<file path="src/rtl/core/rbd_pkg.sv">
// Shared types and constants for the ring buffer deque.
`timescale 1ns / 1ps
`default_nettype none

package rbd_pkg;

  localparam int DEPTH       = 1024;
  localparam int PTR_W       = $clog2(DEPTH);
  localparam int CNT_W       = $clog2(DEPTH + 1);
  localparam int VAL_W       = 32;
  localparam int MODE_W      = 3;
  localparam int COUNT_OUT_W = 11;
  localparam int CQ_DEPTH    = 2;
  localparam int CQ_PTR_W    = $clog2(CQ_DEPTH);
  localparam int CQ_CNT_W    = $clog2(CQ_DEPTH + 1);

  typedef enum logic [MODE_W-1:0] {
    MODE_PUSH_FRONT = 3'd0,
    MODE_PUSH_BACK  = 3'd1,
    MODE_POP_FRONT  = 3'd2,
    MODE_POP_BACK   = 3'd3,
    MODE_PEEK_FRONT = 3'd4,
    MODE_PEEK_BACK  = 3'd5
  } mode_t;

  typedef enum logic [1:0] {
    K_NOP,
    K_PUSH,
    K_POP,
    K_PEEK
  } op_kind_t;

  typedef enum logic {
    BK_RUN,
    BK_RDWAIT
  } bk_state_t;

  typedef struct packed {
    op_kind_t                 kind;
    logic                     at_back;
    logic signed [VAL_W-1:0]  value;
  } cmd_t;

  typedef struct packed {
    logic signed [VAL_W-1:0]  read_value;
    logic                     value_valid;
    logic [COUNT_OUT_W-1:0]   entry_count;
    logic                     is_empty;
    logic                     push_dropped;
  } res_t;

endpackage

`default_nettype wire

</file>
<file path="src/rtl/core/rbd_front.sv">
// Front end: decodes operation modes and buffers commands in a small queue.
`timescale 1ns / 1ps
`default_nettype none

module rbd_front
  import rbd_pkg::*;
(
  input  logic                     clk,
  input  logic                     rst_n,
  input  logic                     in_valid,
  output logic                     in_ready,
  input  logic [MODE_W-1:0]        in_mode,
  input  logic signed [VAL_W-1:0]  in_push_value,
  output logic                     cmd_valid,
  output cmd_t                     cmd,
  input  logic                     cmd_take
);

  cmd_t                ent_r [CQ_DEPTH];
  logic [CQ_PTR_W-1:0] wr_ptr_r, wr_ptr_nxt;
  logic [CQ_PTR_W-1:0] rd_ptr_r, rd_ptr_nxt;
  logic [CQ_CNT_W-1:0] cnt_r, cnt_nxt;
  cmd_t                dec_cmd;
  logic                push, pop;

  always_comb begin
    dec_cmd.value   = in_push_value;
    dec_cmd.at_back = 1'b0;
    dec_cmd.kind    = K_NOP;
    case (in_mode)
      MODE_PUSH_FRONT: begin dec_cmd.kind = K_PUSH; end
      MODE_PUSH_BACK:  begin dec_cmd.kind = K_PUSH; dec_cmd.at_back = 1'b1; end
      MODE_POP_FRONT:  begin dec_cmd.kind = K_POP;  end
      MODE_POP_BACK:   begin dec_cmd.kind = K_POP;  dec_cmd.at_back = 1'b1; end
      MODE_PEEK_FRONT: begin dec_cmd.kind = K_PEEK; end
      MODE_PEEK_BACK:  begin dec_cmd.kind = K_PEEK; dec_cmd.at_back = 1'b1; end
      default:         begin dec_cmd.kind = K_NOP;  end
    endcase
  end

  assign in_ready  = (cnt_r != CQ_CNT_W'(CQ_DEPTH));
  assign cmd_valid = (cnt_r != '0);
  assign cmd       = ent_r[rd_ptr_r];
  assign push      = in_valid && in_ready;
  assign pop       = cmd_valid && cmd_take;

  always_comb begin
    wr_ptr_nxt = push ? CQ_PTR_W'(wr_ptr_r + 1'b1) : wr_ptr_r;
    rd_ptr_nxt = pop  ? CQ_PTR_W'(rd_ptr_r + 1'b1) : rd_ptr_r;
    cnt_nxt    = cnt_r;
    if (push && !pop) begin
      cnt_nxt = cnt_r + 1'b1;
    end else if (pop && !push) begin
      cnt_nxt = cnt_r - 1'b1;
    end
  end

  always_ff @(posedge clk) begin
    if (!rst_n) begin
      wr_ptr_r <= '0;
      rd_ptr_r <= '0;
      cnt_r    <= '0;
    end else begin
      wr_ptr_r <= wr_ptr_nxt;
      rd_ptr_r <= rd_ptr_nxt;
      cnt_r    <= cnt_nxt;
    end
  end

  always_ff @(posedge clk) begin
    if (push) begin
      ent_r[wr_ptr_r] <= dec_cmd;
    end
  end

endmodule

`default_nettype wire

</file>
<file path="config.mk">
export PLATFORM = sky130hd
export DESIGN_NAME = rbd_front
export DESIGN_NICKNAME = d
export VERILOG_FILES = /design/src/rtl/core/rbd_pkg.sv /design/src/rtl/core/rbd_front.sv
export SDC_FILE = /design/constraint.sdc
export NUM_CORES = 1
export LEC_CHECK = 0
export BUFFER_PORTS_ARGS = -buffer_cell sky130_fd_sc_hd__buf_2
export CAP_MARGIN = 20
export CORE_ASPECT_RATIO = 0.9
export CORE_MARGIN = 2
export CORE_UTILIZATION = 51
export CTS_BUF_LIST = sky130_fd_sc_hd__clkbuf_4 sky130_fd_sc_hd__clkbuf_8 sky130_fd_sc_hd__clkbuf_16
export CTS_CLUSTER_DIAMETER = 100
export DETAILED_ROUTE_END_ITERATION = 8
export PLACE_DENSITY = 0.89
export SLEW_MARGIN = 20
export SYNTH_ARGS = -nofsm -noshare
export SYNTH_HDL_FRONTEND = slang
export SYNTH_SLANG_ARGS = --single-unit
</file>
<file path="constraint.sdc">
create_clock -name clk -period 2.1 [get_ports clk]
set_input_delay 0.42 -clock clk [delete_from_list [all_inputs] [get_ports clk]]
set_output_delay 0.42 -clock clk [all_outputs]
set_load 0.01 [all_outputs]
</file>
# == Word-level counts from Yosys, hierarchy flattened ==
# Memories as Yosys holds them, arrays and structs flattened. A register that Yosys moved wholly into a read port is not among the register bits.
# Cells that the tools add are included.
# classes
addsub,4
n_eq_ne,6
n_mux,8
reduce_logical,13
# op_table
cell,count
$eq 3x2->1 const B,2
$eq 3x3->1 const B,2
$pmux 2 s3,1
$reduce_or 2->1,3
$mux 1,5
$logic_and 1x1->1,4
$mux 2,2
$reduce_bool 2->1,2
$eq 3x1->1 const B,1
$logic_not 3->1,1
$reduce_or 3->1,1
$add 1x1->1 const B,2
$add 2x1->2 const B,1
$logic_not 1->1,2
$ne 2x2->1 const B,1
$sub 2x1->2 const B,1
# word_totals
reg_bits,4
ramBits,70
input_bits,39
output_inout_bits,37
wordCells,35
n_memories,1
# memory_table
name,words,width,read_ports,rd_clocked_by_memory_dff,write_ports,line_no,text
ent_r,2,35,1,1,1,rbd_front.sv:19,cmd_t ent_r [CQ_DEPTH];

# == Logic depth before layout (Yosys ltp) ==
# Gate-level depths: netlist (run 1).
# logic_depth
ltp_word,6
ltp_mapped,6
ltp_nobuf,6

# == Worst setup path before layout (run 1) ==
# Ideal clock, no wire load.
# synth_path
kind,reg2reg
start,register cnt_r[0]
end,"memory ent_r[1][0] (netlist bit), enable pin"
setup_time_ns,0.396
t_arrival_ns,1.476
required_ns,1.704
setup_slack_ns,0.229
stages_incl_launch_ff,3
n_path_buf,0
period_less_slack_ns,1.871
cell_sequence,dfxtp_1 nand2b_4 and3_1
# synth_via
elab_chain_cells,4
# synth_lines
element,line_no,text
from (decl),rbd_front.sv:22,"logic [CQ_CNT_W-1:0] cnt_r, cnt_nxt;"
from (signal assigned),rbd_front.sv:66,cnt_r <= cnt_nxt;
$ne 2x2->1,rbd_front.sv:41,assign in_ready = (cnt_r != CQ_CNT_W'(CQ_DEPTH));
named net in_ready,rbd_front.sv:11,"output logic in_ready,"
$logic_and 1x1->1,rbd_front.sv:44,assign push = in_valid && in_ready;
$mux 1,rbd_front.sv:71,if (push) begin
$mux 1 (not written as such),rbd_front.sv:72,ent_r[wr_ptr_r] <= dec_cmd;
to (decl),rbd_front.sv:19,
# The timed path passes the listed nets, and every way through them passes these cells.

==> results of run 1 <==
## routing by layer
| layer | part of all wire | track usage |
|---|---|---|
| met5 | 0 | 0 |
| met4 | 0.016 | 0.0833 |
| met3 | 0.060 | 0.0388 |
| met2 | 0.49 | 0.258 |
| met1 | 0.43 | 0.192 |
## sequential cells by signal (all words and copies together), names as in the netlist, named ones only
register  flops
ent_r        70
wr_ptr_r      1
rd_ptr_r      1
cnt_r         2
## synthesized netlist by cell type, drive strengths merged
cell type,instances
edfxtp,70
mux2,35
dfxtp,5
and2,4
buf,4
a21boi,3
ha,3
inv,3
o21ai,2
or2,2
xnor2,2
a21bo,1
and3,1
nand2b,1
nand3b,1
or3,1
xor2,1
## cell type report
type | count | area share
Sequential cell | 75 | 0.638
Multi-Input combinational cell | 57 | 0.166
Timing Repair Buffer | 80 | 0.123
Clock buffer | 11 | 0.0402
Tap cell | 67 | 0.0243
Clock inverter | 4 | 0.00543
Inverter | 3 | 0.00326
## how the worst max path moves through the flow
| stage | from | endpoint | slack (ns) | cells past startpoint |
|---|---|---|---|---|
| floorplan | cnt_r[0] | ent_r[1][0] | 0.23 | 2 |
| global placement | register | cmd[9] | 0.56 | 3 |
| detailed placement | register | cmd[9] | 0.54 | 3 |
| CTS | register | cmd[9] | 0.17 | 3 |
| global route | register | cmd[9] | 0.14 | 3 |
| finish | register | cmd[21] | 0.20 | 3 |
## critical path, stage by stage (launching register included)
cell and delay [ns]:
dfxtp_1 0.33, buf_4 0.29, mux2_2 0.38, buf_2 0.14
## power breakdown
group | switching (mW) | internal, mW
logic | 0.522 | 0.523
clock network | 0.452 | 0.439
registers | 0.0674 | 1.87
## cells by family (layout without fill, tap and decap cells)
kind of cell               Yosys count  in the layout  share of synthesized area
adders and majority gates            3              3                     0.0134
buffers and inverters                7             98                     0.0120
muxes                               35             35                      0.140
xor gates and xnor gates             3              3                    0.00936
AOI/OAI and AO/OA                    6              6                     0.0151
DFF                                 75             75                      0.784
and+or+nand+nor                     10             10                     0.0254
## per-stage QoR
step | hold WS, ns | power [mW] | std cells | cell area [sq um]
floorplan | 0.512 | 2.64 | 139 | 2810
global placement | 0.539 | 3.00 | 282 | 3300
detailed placement | 0.562 | 3.03 | 282 | 3300
CTS | 0.262 | 3.93 | 297 | 3450
global route | 0.264 | 4.08 | 297 | 3450
finish | 0.282 | 3.87 | 297 | 3450
## layout by cell type (no fill, tap or decap), drive strengths merged, types with 2 or more instances in the layout
master / netlist / final
o21ai: 2 / 2
edfxtp: 70 / 70
ha: 3 / 3
xnor2: 2 / 2
clkinv: 0 / 4
a21boi: 3 / 3
and2: 4 / 4
dfxtp: 5 / 5
or2: 2 / 2
mux2: 35 / 35
inv: 3 / 3
clkbuf: 0 / 11
buf: 4 / 80
==> reports/qor.yml, run 1 <==
finish:
  multi_input_area_sq_um: 573
  n_antenna_cell: 0
  drive_gt1_frac: 0.583
  fin_util: 0.653
  syn2layout_area_growth_pct: 23.0
  num-nets-final: 268
  n_fill_cell: 393
  ff_latch_area_sq_um: 2200
global_routing:
  grt_pass1_wl_um: 6800
  grt_pass1_vias: 1470
  overflow: 0
  grt_max_degree: 36
  antenna_found_initial: 0
  track_usage: 0.157
power:
  leakage_nw: 1.33
  ir_drop_v: 0.000602
  p_per_area_nw_per_um2: 1120
floorplanning:
  start_util: 0.531
  core.rowCount: 25
  pin_count: 76
  dieWidth_um: 82.2
  die_area_sq_um: 6120
  fp.dieH_um: 74.4
  core_area_sq_um: 5290
detailed_routing:
  drt_iter0_drc: 89
  wl_um: 4600
  drc_errors: 0
  drtAntennaViolNets: 0
  post_drt_wl_per_cell_um: 15.5
  first_pass_iters: 4
  avgViaCountPerCell: 5.07
  num_vias: 1505
sta:
  slew_headroom: 0.806
  clock_skew_ns: 0.00398
  fin_crit_ns: 1.90
  hold_viol_final: 0
  drv_slew: 0
  clock.fmax_ghz: 0.527
  rsz0062_at_grt: "no"
  tightest_slew_ns: 0.291
  fin_ws_ns: 0.204
  timing.final.crit_share: 0.903
  setup_tns_ns: 0
  setup_violations: 0
min_path:
  hold_end: "ent_r[0][29]"
  hold_path_depth: 1
  hp-class: "input port to register"
  min_from: "in_push_value[29]"
synth:
  synth_area_leader_cell: "edfxtp_1"
  ys_types: 20
  syn_area_per_cell_sq_um: 20.2
  synth.area.top_cells: "edfxtp_1 (75%), mux2_2 (14%), dfxtp_1 (3.6%), ha_1 (1.3%), and2_1 (0.89%)"
  ys_seq_elements: 75
  synth.top_cell.area_share: 0.749
  yosysWarnings: 0
  synth_nets: 181
  syn_inst: 139
  synth_seq_area_share: 0.784
  syn_area_sq_um: 2810
setup_path:
  reg2reg_from: "cnt_r[0]"
  reg2reg_slack_ns: 0.55
  worst_r2r_endpoint: "cnt_r[1]"
  cp_max_fo: 22
  worstPathRequired_ns: 1.68
  start_kind: "register"
  worst_ep_arrival_time_ns: 1.48
  crit_type: "register to primary output"
  endpoint_kind: "primary output"
  worstRegToRegCells: 5
clocking:
  clk_latency_ns: 0.32
  cts_resized: 0
  cts_tree: "built"
  cts_buffers: 9
  cts.sinks: 75
  post_cts_buffers: 0
  clk_pin_slew_worst_paths_ns: 0.07
  clock-root-buffer: "clkbuf_8"
  cts_hold_buf: 0
  clock_path_buffers: 2
  htree_num_levels: 3
placed_design:
  pre_cts_slack_ns: 0.537
  place_congestion: 0.645
  port_buffers: 75
  hpwl_um: 3150
status:
  status: "complete, no violations"
job:
  drv_cap: 0
Note: power is estimated with default switching activity, not from simulation.
==> run 2, diff against run 1 <==
--- a/config.mk
+++ b/config.mk
@@ -5,15 +5,16 @@
 export SDC_FILE = /design/constraint.sdc
 export NUM_CORES = 1
 export LEC_CHECK = 0
+export ABC_AREA = 1
 export BUFFER_PORTS_ARGS = -buffer_cell sky130_fd_sc_hd__buf_2
 export CAP_MARGIN = 20
 export CORE_ASPECT_RATIO = 0.9
 export CORE_MARGIN = 2
-export CORE_UTILIZATION = 51
+export CORE_UTILIZATION = 52
 export CTS_BUF_LIST = sky130_fd_sc_hd__clkbuf_4 sky130_fd_sc_hd__clkbuf_8 sky130_fd_sc_hd__clkbuf_16
 export CTS_CLUSTER_DIAMETER = 100
 export DETAILED_ROUTE_END_ITERATION = 8
-export PLACE_DENSITY = 0.89
+export PLACE_DENSITY = 0.9
 export SLEW_MARGIN = 20
 export SYNTH_ARGS = -nofsm -noshare
 export SYNTH_HDL_FRONTEND = slang
==> reports/qor.yml, run 2 <==
status:
  status: "complete, no violations"  # unchanged
placed_design:
  post_dp_cell_area_sq_um: 3440  # was 3300 sq um
  pre_cts_slack_ns: 0.498  # was 0.537 ns
  port_buffers: 75  # unchanged
  hpwl_um: 3210  # was 3150 um
  place_congestion: 0.702  # was 0.645
global_routing:
  grt_pass1_vias: 1415  # was 1470
  grt_max_degree: 32  # was 36
  overflow: 0  # unchanged
  antenna_found_initial: 0  # unchanged
  grt_pass1_wl_um: 6690  # was 6800 um
  track_usage: 0.148  # was 0.157
setup_path:
  worst_ep_arrival_time_ns: 1.42  # was 1.48 ns
  worstPathRequired_ns: 1.68  # about the same
  endpoint_kind: "primary output"  # unchanged
  crit_type: "register to primary output"  # unchanged
  cp_max_fo: 27  # was 22
  start_kind: "register"  # unchanged
detailed_routing:
  met1Wirelength_um: 1810  # was 1980 um
  drc_errors: 0  # unchanged
  drtAntennaViolNets: 0  # unchanged
  dr.max_layer_used: "met4"  # unchanged
  post_drt_wl_per_cell_um: 14.5  # was 15.5 um
  route.met3.wl_um: 345  # was 278 um
  avgViaCountPerCell: 4.87  # was 5.07
  drt_iter0_drc: 67  # was 89
  first_pass_iters: 4  # unchanged
  wl_met2_um: 2350  # was 2270 um
  num_vias: 1523  # was 1505
  wl_um: 4520  # was 4600 um
synth:
  synth_seq_area_share: 0.742  # was 0.784
  syn_area_sq_um: 2970  # was 2810 sq um
  syn_area_per_cell_sq_um: 19.5  # was 20.2 sq um
  yosysMostFrequentCell: "edfxtp_1"  # unchanged
  synth_edf_count: 70  # unchanged
  yosysWarnings: 0  # unchanged
  ys_seq_elements: 75  # unchanged
  synth_area_leader_cell: "edfxtp_1"  # unchanged
  synth_ff_type: "edfxtp_1"  # unchanged
  ys_types: 17  # was 20
  synth_nets: 194  # was 181
  synth.top_cell.area_share: 0.709  # was 0.749
  synth.area.top_cells: "edfxtp_1 (71%), mux2_4 (15%), dfxtp_1 (3.4%), buf_12 (2.0%), mux2_2 (1.9%)"  # was edfxtp_1 (75%), mux2_2 (14%), dfxtp_1 (3.6%), ha_1 (1.3%), and2_1 (0.89%)
  async_flop_share: 0  # unchanged
  syn_inst: 152  # was 139
  synth.cells.most_frequent: "edfxtp_1 (70), mux2_4 (30), inv_1 (10)"  # was edfxtp_1 (70), mux2_2 (35), dfxtp_1 (5)
floorplanning:
  start_util: 0.530  # was 0.531
  core_area_sq_um: 5600  # was 5290 sq um
  core.rowCount: 26  # was 25
  fp.dieH_um: 75.7  # was 74.4 um
  die_area_sq_um: 6330  # was 6120 sq um
  pin_count: 76  # unchanged
  dieWidth_um: 83.6  # was 82.2 um
clocking:
  cts_buffers: 9  # unchanged
  post_cts_buffers: 0  # unchanged
  clk_pin_slew_worst_paths_ns: 0.07  # about the same
  cts_tree: "built"  # unchanged
  cts.sinks: 75  # unchanged
  clock-root-buffer: "clkbuf_8"  # unchanged
  clk_latency_ns: 0.34  # was 0.32 ns
  cts_hold_buf: 0  # unchanged
  clock_path_buffers: 2  # unchanged
  htree_num_levels: 3  # unchanged
  cts_resized: 0  # unchanged
min_path:
  hp-class: "input port to register"  # unchanged
sta:
  setup_tns_ns: 0  # unchanged
  rsz0062_at_grt: "no"  # unchanged
  tightest_slew_ns: 0.232  # was 0.291 ns
  hold_viol_final: 0  # unchanged
  slew_headroom: 0.845  # was 0.806
  fin_ws_ns: 0.264  # was 0.204 ns
  clock_skew_ns: 0.00603  # was 0.00398 ns
  whs_ns: 0.269  # was 0.282 ns
  fin_crit_ns: 1.84  # was 1.90 ns
  clock.fmax_ghz: 0.545  # was 0.527 GHz
  setup_violations: 0  # unchanged
  drv_slew: 0  # unchanged
  timing.final.crit_share: 0.874  # was 0.903
power:
  leakage_nw: 1.45  # was 1.33 nW
  ir_drop_v: 0.000802  # was 0.000602 V
  p_per_area_nw_per_um2: 1110  # was 1120 nW/um^2
job:
  drv_cap: 0  # unchanged
finish:
  largest-register: "ent_r"  # unchanged
  fin_util: 0.645  # was 0.653
  largest_register_ffs: 70  # unchanged
  syn2layout_area_growth_pct: 21.7  # was 23.0%
  drive_gt1_frac: 0.543  # was 0.583
  num-nets-final: 280  # was 268
  final_common_cell: "buf_2"  # unchanged
  design_area_sq_um: 3610  # was 3450 sq um
  layout_common_cells: "buf_2 (75), edfxtp_1 (70), mux2_4 (30)"  # was buf_2 (75), edfxtp_1 (70), mux2_2 (35)
  reg_top3: "ent_r: 70 flops, cnt_r: 2 flops"  # unchanged
  n_antenna_cell: 0  # unchanged
-- run 2: changes by cell type after synthesis, sizes merged, moves of 2 or more --
cell	before	now
a21boi	3	1
and2	4	0
inv	3	10
nand2	0	9
nor2	0	8
xnor2	2	0
-- run 2: cell type report --
cell class / instances / area, sq um
clock buffer: 9 / 124
clock inverter: 7 / 43.8
fill: 424 / 1990
inverter: 10 / 37.5
multi-input combinational: 63 / 671
sequential: 75 / 2200
tap: 70 / 87.6
timing repair buffer: 79 / 443
-- run 2: final timing paths --
path                startpoint            to  slack [ns]  cells after the start
max                   register        cmd[1]        0.26                      3
min          in_push_value[23]  ent_r[1][23]        0.27                      1
max reg2reg           cnt_r[0]      cnt_r[1]        0.52                     10
min reg2reg           rd_ptr_r      rd_ptr_r        0.52                      2
-- run 2: metal layers --
layer / GRT usage / vias up
li1: - / 736
met1: 0.154 / 726
met2: 0.267 / 57
met3: 0.0737 / 4
met4: 0.0484 / 0
met5: 0 / -
-- run 2: cell families (layout without fill, tap and decap cells) --
logic type,after synthesis,count (layout),share of synthesized area
adders and majority gates,3,3,0.0127
muxes,35,35,0.171
DFF,75,75,0.742
buffers and inverters,14,105,0.0367
AOI/OAI and AO/OA,5,5,0.0101
and+or+nand+nor,20,20,0.0274
-- run 2: stage by stage --
| step | instances | power, mW |
|---|---|---|
| floorplan | 152 | 2.80 |
| global placement | 297 | 3.12 |
| detailed placement | 297 | 3.15 |
| CTS | 313 | 4.06 |
| global route | 313 | 4.22 |
| finish | 313 | 4.01 |
-- run 2: worst max-delay path, cell delays in order, from the launching register on --
cell     delay [ns]
dfxtp_2        0.35
buf_12         0.23
mux2_2         0.36
buf_2          0.14
-- run 2: report_power, final --
group	internal [mW]	switching [mW]	total (mW)
Clock	0.421	0.490	0.911
Sequential	1.89	0.0677	1.96
Combinational	0.573	0.564	1.14
Total	2.89	1.12	4.01
==> run 3, diff against run 2 <==
--- a/config.mk
+++ b/config.mk
@@ -15,6 +15,7 @@
 export CTS_CLUSTER_DIAMETER = 100
 export DETAILED_ROUTE_END_ITERATION = 8
 export PLACE_DENSITY = 0.9
+export RECOVER_POWER = 25
 export SLEW_MARGIN = 20
 export SYNTH_ARGS = -nofsm -noshare
 export SYNTH_HDL_FRONTEND = slang
==> reports/qor.yml, run 3 (synthesized netlist as in run 2, its figures left out) <==
job:
  drv_cap: 0  # unchanged
detailed_routing:
  met1Wirelength_um: 1810  # about the same
  drc_errors: 0  # unchanged
  first_pass_iters: 4  # unchanged
  num_vias: 1522  # was 1523
  post_drt_wl_per_cell_um: 14.5  # about the same
  drtAntennaViolNets: 0  # unchanged
  wl_um: 4530  # was 4520 um
  drt_iter0_drc: 68  # was 67
  route.met3.wl_um: 356  # was 345 um
  avgViaCountPerCell: 4.86  # was 4.87
  dr.max_layer_used: "met4"  # unchanged
  wl_met2_um: 2340  # was 2350 um
setup_path:
  cp_max_fo: 27  # unchanged
  worstPathRequired_ns: 1.68  # about the same
  slowest_delay_ns: 0.36  # about the same
  cp_top_family: "buffers and inverters"  # unchanged
  endpoint_kind: "primary output"  # unchanged
  start_kind: "register"  # unchanged
  crit_type: "register to primary output"  # unchanged
  crit_buf_inv: 2  # unchanged
  cp_slowest_cell: "mux2_2"  # unchanged
  worst_ep_arrival_time_ns: 1.42  # about the same
  cp_cell_sequence: "buf_12, mux2_2, buf_2"  # unchanged
finish:
  final_common_cell: "edfxtp_1"  # was buf_2
  layout_common_cells: "edfxtp_1 (70), buf_2 (64), mux2_4 (30)"  # was buf_2 (75), edfxtp_1 (70), mux2_4 (30)
  largest-register: "ent_r"  # unchanged
  num-nets-final: 280  # unchanged
  reg_top3: "ent_r: 70 flops, cnt_r: 2 flops"  # unchanged
  drive_gt1_frac: 0.498  # was 0.543
  syn2layout_area_growth_pct: 21.2  # was 21.7%
  largest_register_ffs: 70  # unchanged
  n_antenna_cell: 0  # unchanged
min_path:
  hp-class: "input port to register"  # unchanged
sta:
  clock_skew_ns: 0.00630  # was 0.00603 ns
  drv_slew: 0  # unchanged
  fin_crit_ns: 1.84  # about the same
  tightest_slew_ns: 0.232  # unchanged
  timing.final.crit_share: 0.874  # about the same
  clock.fmax_ghz: 0.545  # about the same
  fin_ws_ns: 0.265  # was 0.264 ns
  rsz0062_at_grt: "no"  # unchanged
  slew_headroom: 0.845  # unchanged
  setup_violations: 0  # unchanged
  whs_ns: 0.269  # about the same
  setup_tns_ns: 0  # unchanged
  hold_viol_final: 0  # unchanged
clocking:
  clk_latency_ns: 0.34  # about the same
  post_cts_buffers: 0  # unchanged
  cts_resized: 0  # unchanged
  clock-root-buffer: "clkbuf_8"  # unchanged
  htree_num_levels: 3  # unchanged
  cts_buffers: 9  # unchanged
  cts_tree: "built"  # unchanged
  cts.sinks: 75  # unchanged
  cts_hold_buf: 0  # unchanged
  clock_path_buffers: 2  # unchanged
  clk_pin_slew_worst_paths_ns: 0.07  # about the same
floorplanning:
  core.rowCount: 26  # unchanged
  die_area_sq_um: 6330  # unchanged
  core_area_sq_um: 5600  # unchanged
  fp.dieH_um: 75.7  # unchanged
  start_util: 0.530  # unchanged
  pin_count: 76  # unchanged
  dieWidth_um: 83.6  # unchanged
global_routing:
  grt_pass1_vias: 1415  # unchanged
  grt_max_degree: 32  # unchanged
  track_usage: 0.148  # unchanged
  antenna_found_initial: 0  # unchanged
  grt_pass1_wl_um: 6690  # unchanged
  overflow: 0  # unchanged
placed_design:
  port_buffers: 75  # unchanged
  pre_cts_slack_ns: 0.498  # unchanged
  place_congestion: 0.702  # unchanged
  hpwl_um: 3210  # unchanged
power:
  ir_drop_v: 0.000802  # about the same
  p_per_area_nw_per_um2: 1110  # about the same
  leakage_nw: 1.42  # was 1.45 nW
status:
  status: "complete, no violations"  # unchanged
## run 3: cell types whose count changed in the layout (fill, tap and decap cells not counted)
cell and delta:
buf_2 -11, clkbuf_1 +11
## run 3: metal layers
layer,vias up,global-route usage
met3,4,0.0737
li1,736,-
met4,0,0.0484
met5,-,0
met2,59,0.267
met1,723,0.154
## run 3: final timing paths
kind	startpoint	endpoint	cells after the start	slack, ns
setup / recovery	register	cmd[1]	3	0.26
hold / removal	in_push_value[23]	ent_r[1][23]	1	0.27
setup reg to reg	cnt_r[0]	cnt_r[1]	10	0.52
hold reg to reg	rd_ptr_r	rd_ptr_r	2	0.52
## run 3: power by group
part           switching (mW)  total (mW)  internal [mW]
combinational           0.565        1.14          0.570
sequential             0.0677        1.96           1.89
clock                   0.491       0.912          0.421
## run 3: cell type report
| type | count | area, sq um |
|---|---|---|
| timing repair buffer | 79 | 429 |
| sequential | 75 | 2200 |
| inverter | 10 | 37.5 |
| tap | 70 | 87.6 |
| fill | 430 | 2000 |
| clock inverter | 7 | 43.8 |
| clock buffer | 9 | 124 |
| multi-input combinational | 63 | 671 |
## run 3: per-stage QoR
stage | cells | power, mW | util | area [sq um]
2_1_floorplan | 152 | 2.80 | - | 2970
3_3_place_gp | 297 | 3.12 | 0.615 | 3440
3_5_place_dp | 297 | 3.15 | 0.615 | 3440
4_1_cts | 313 | 4.06 | 0.645 | 3610
5_1_grt | 313 | 4.22 | 0.643 | 3600
6_report | 313 | 4.01 | 0.643 | 3600
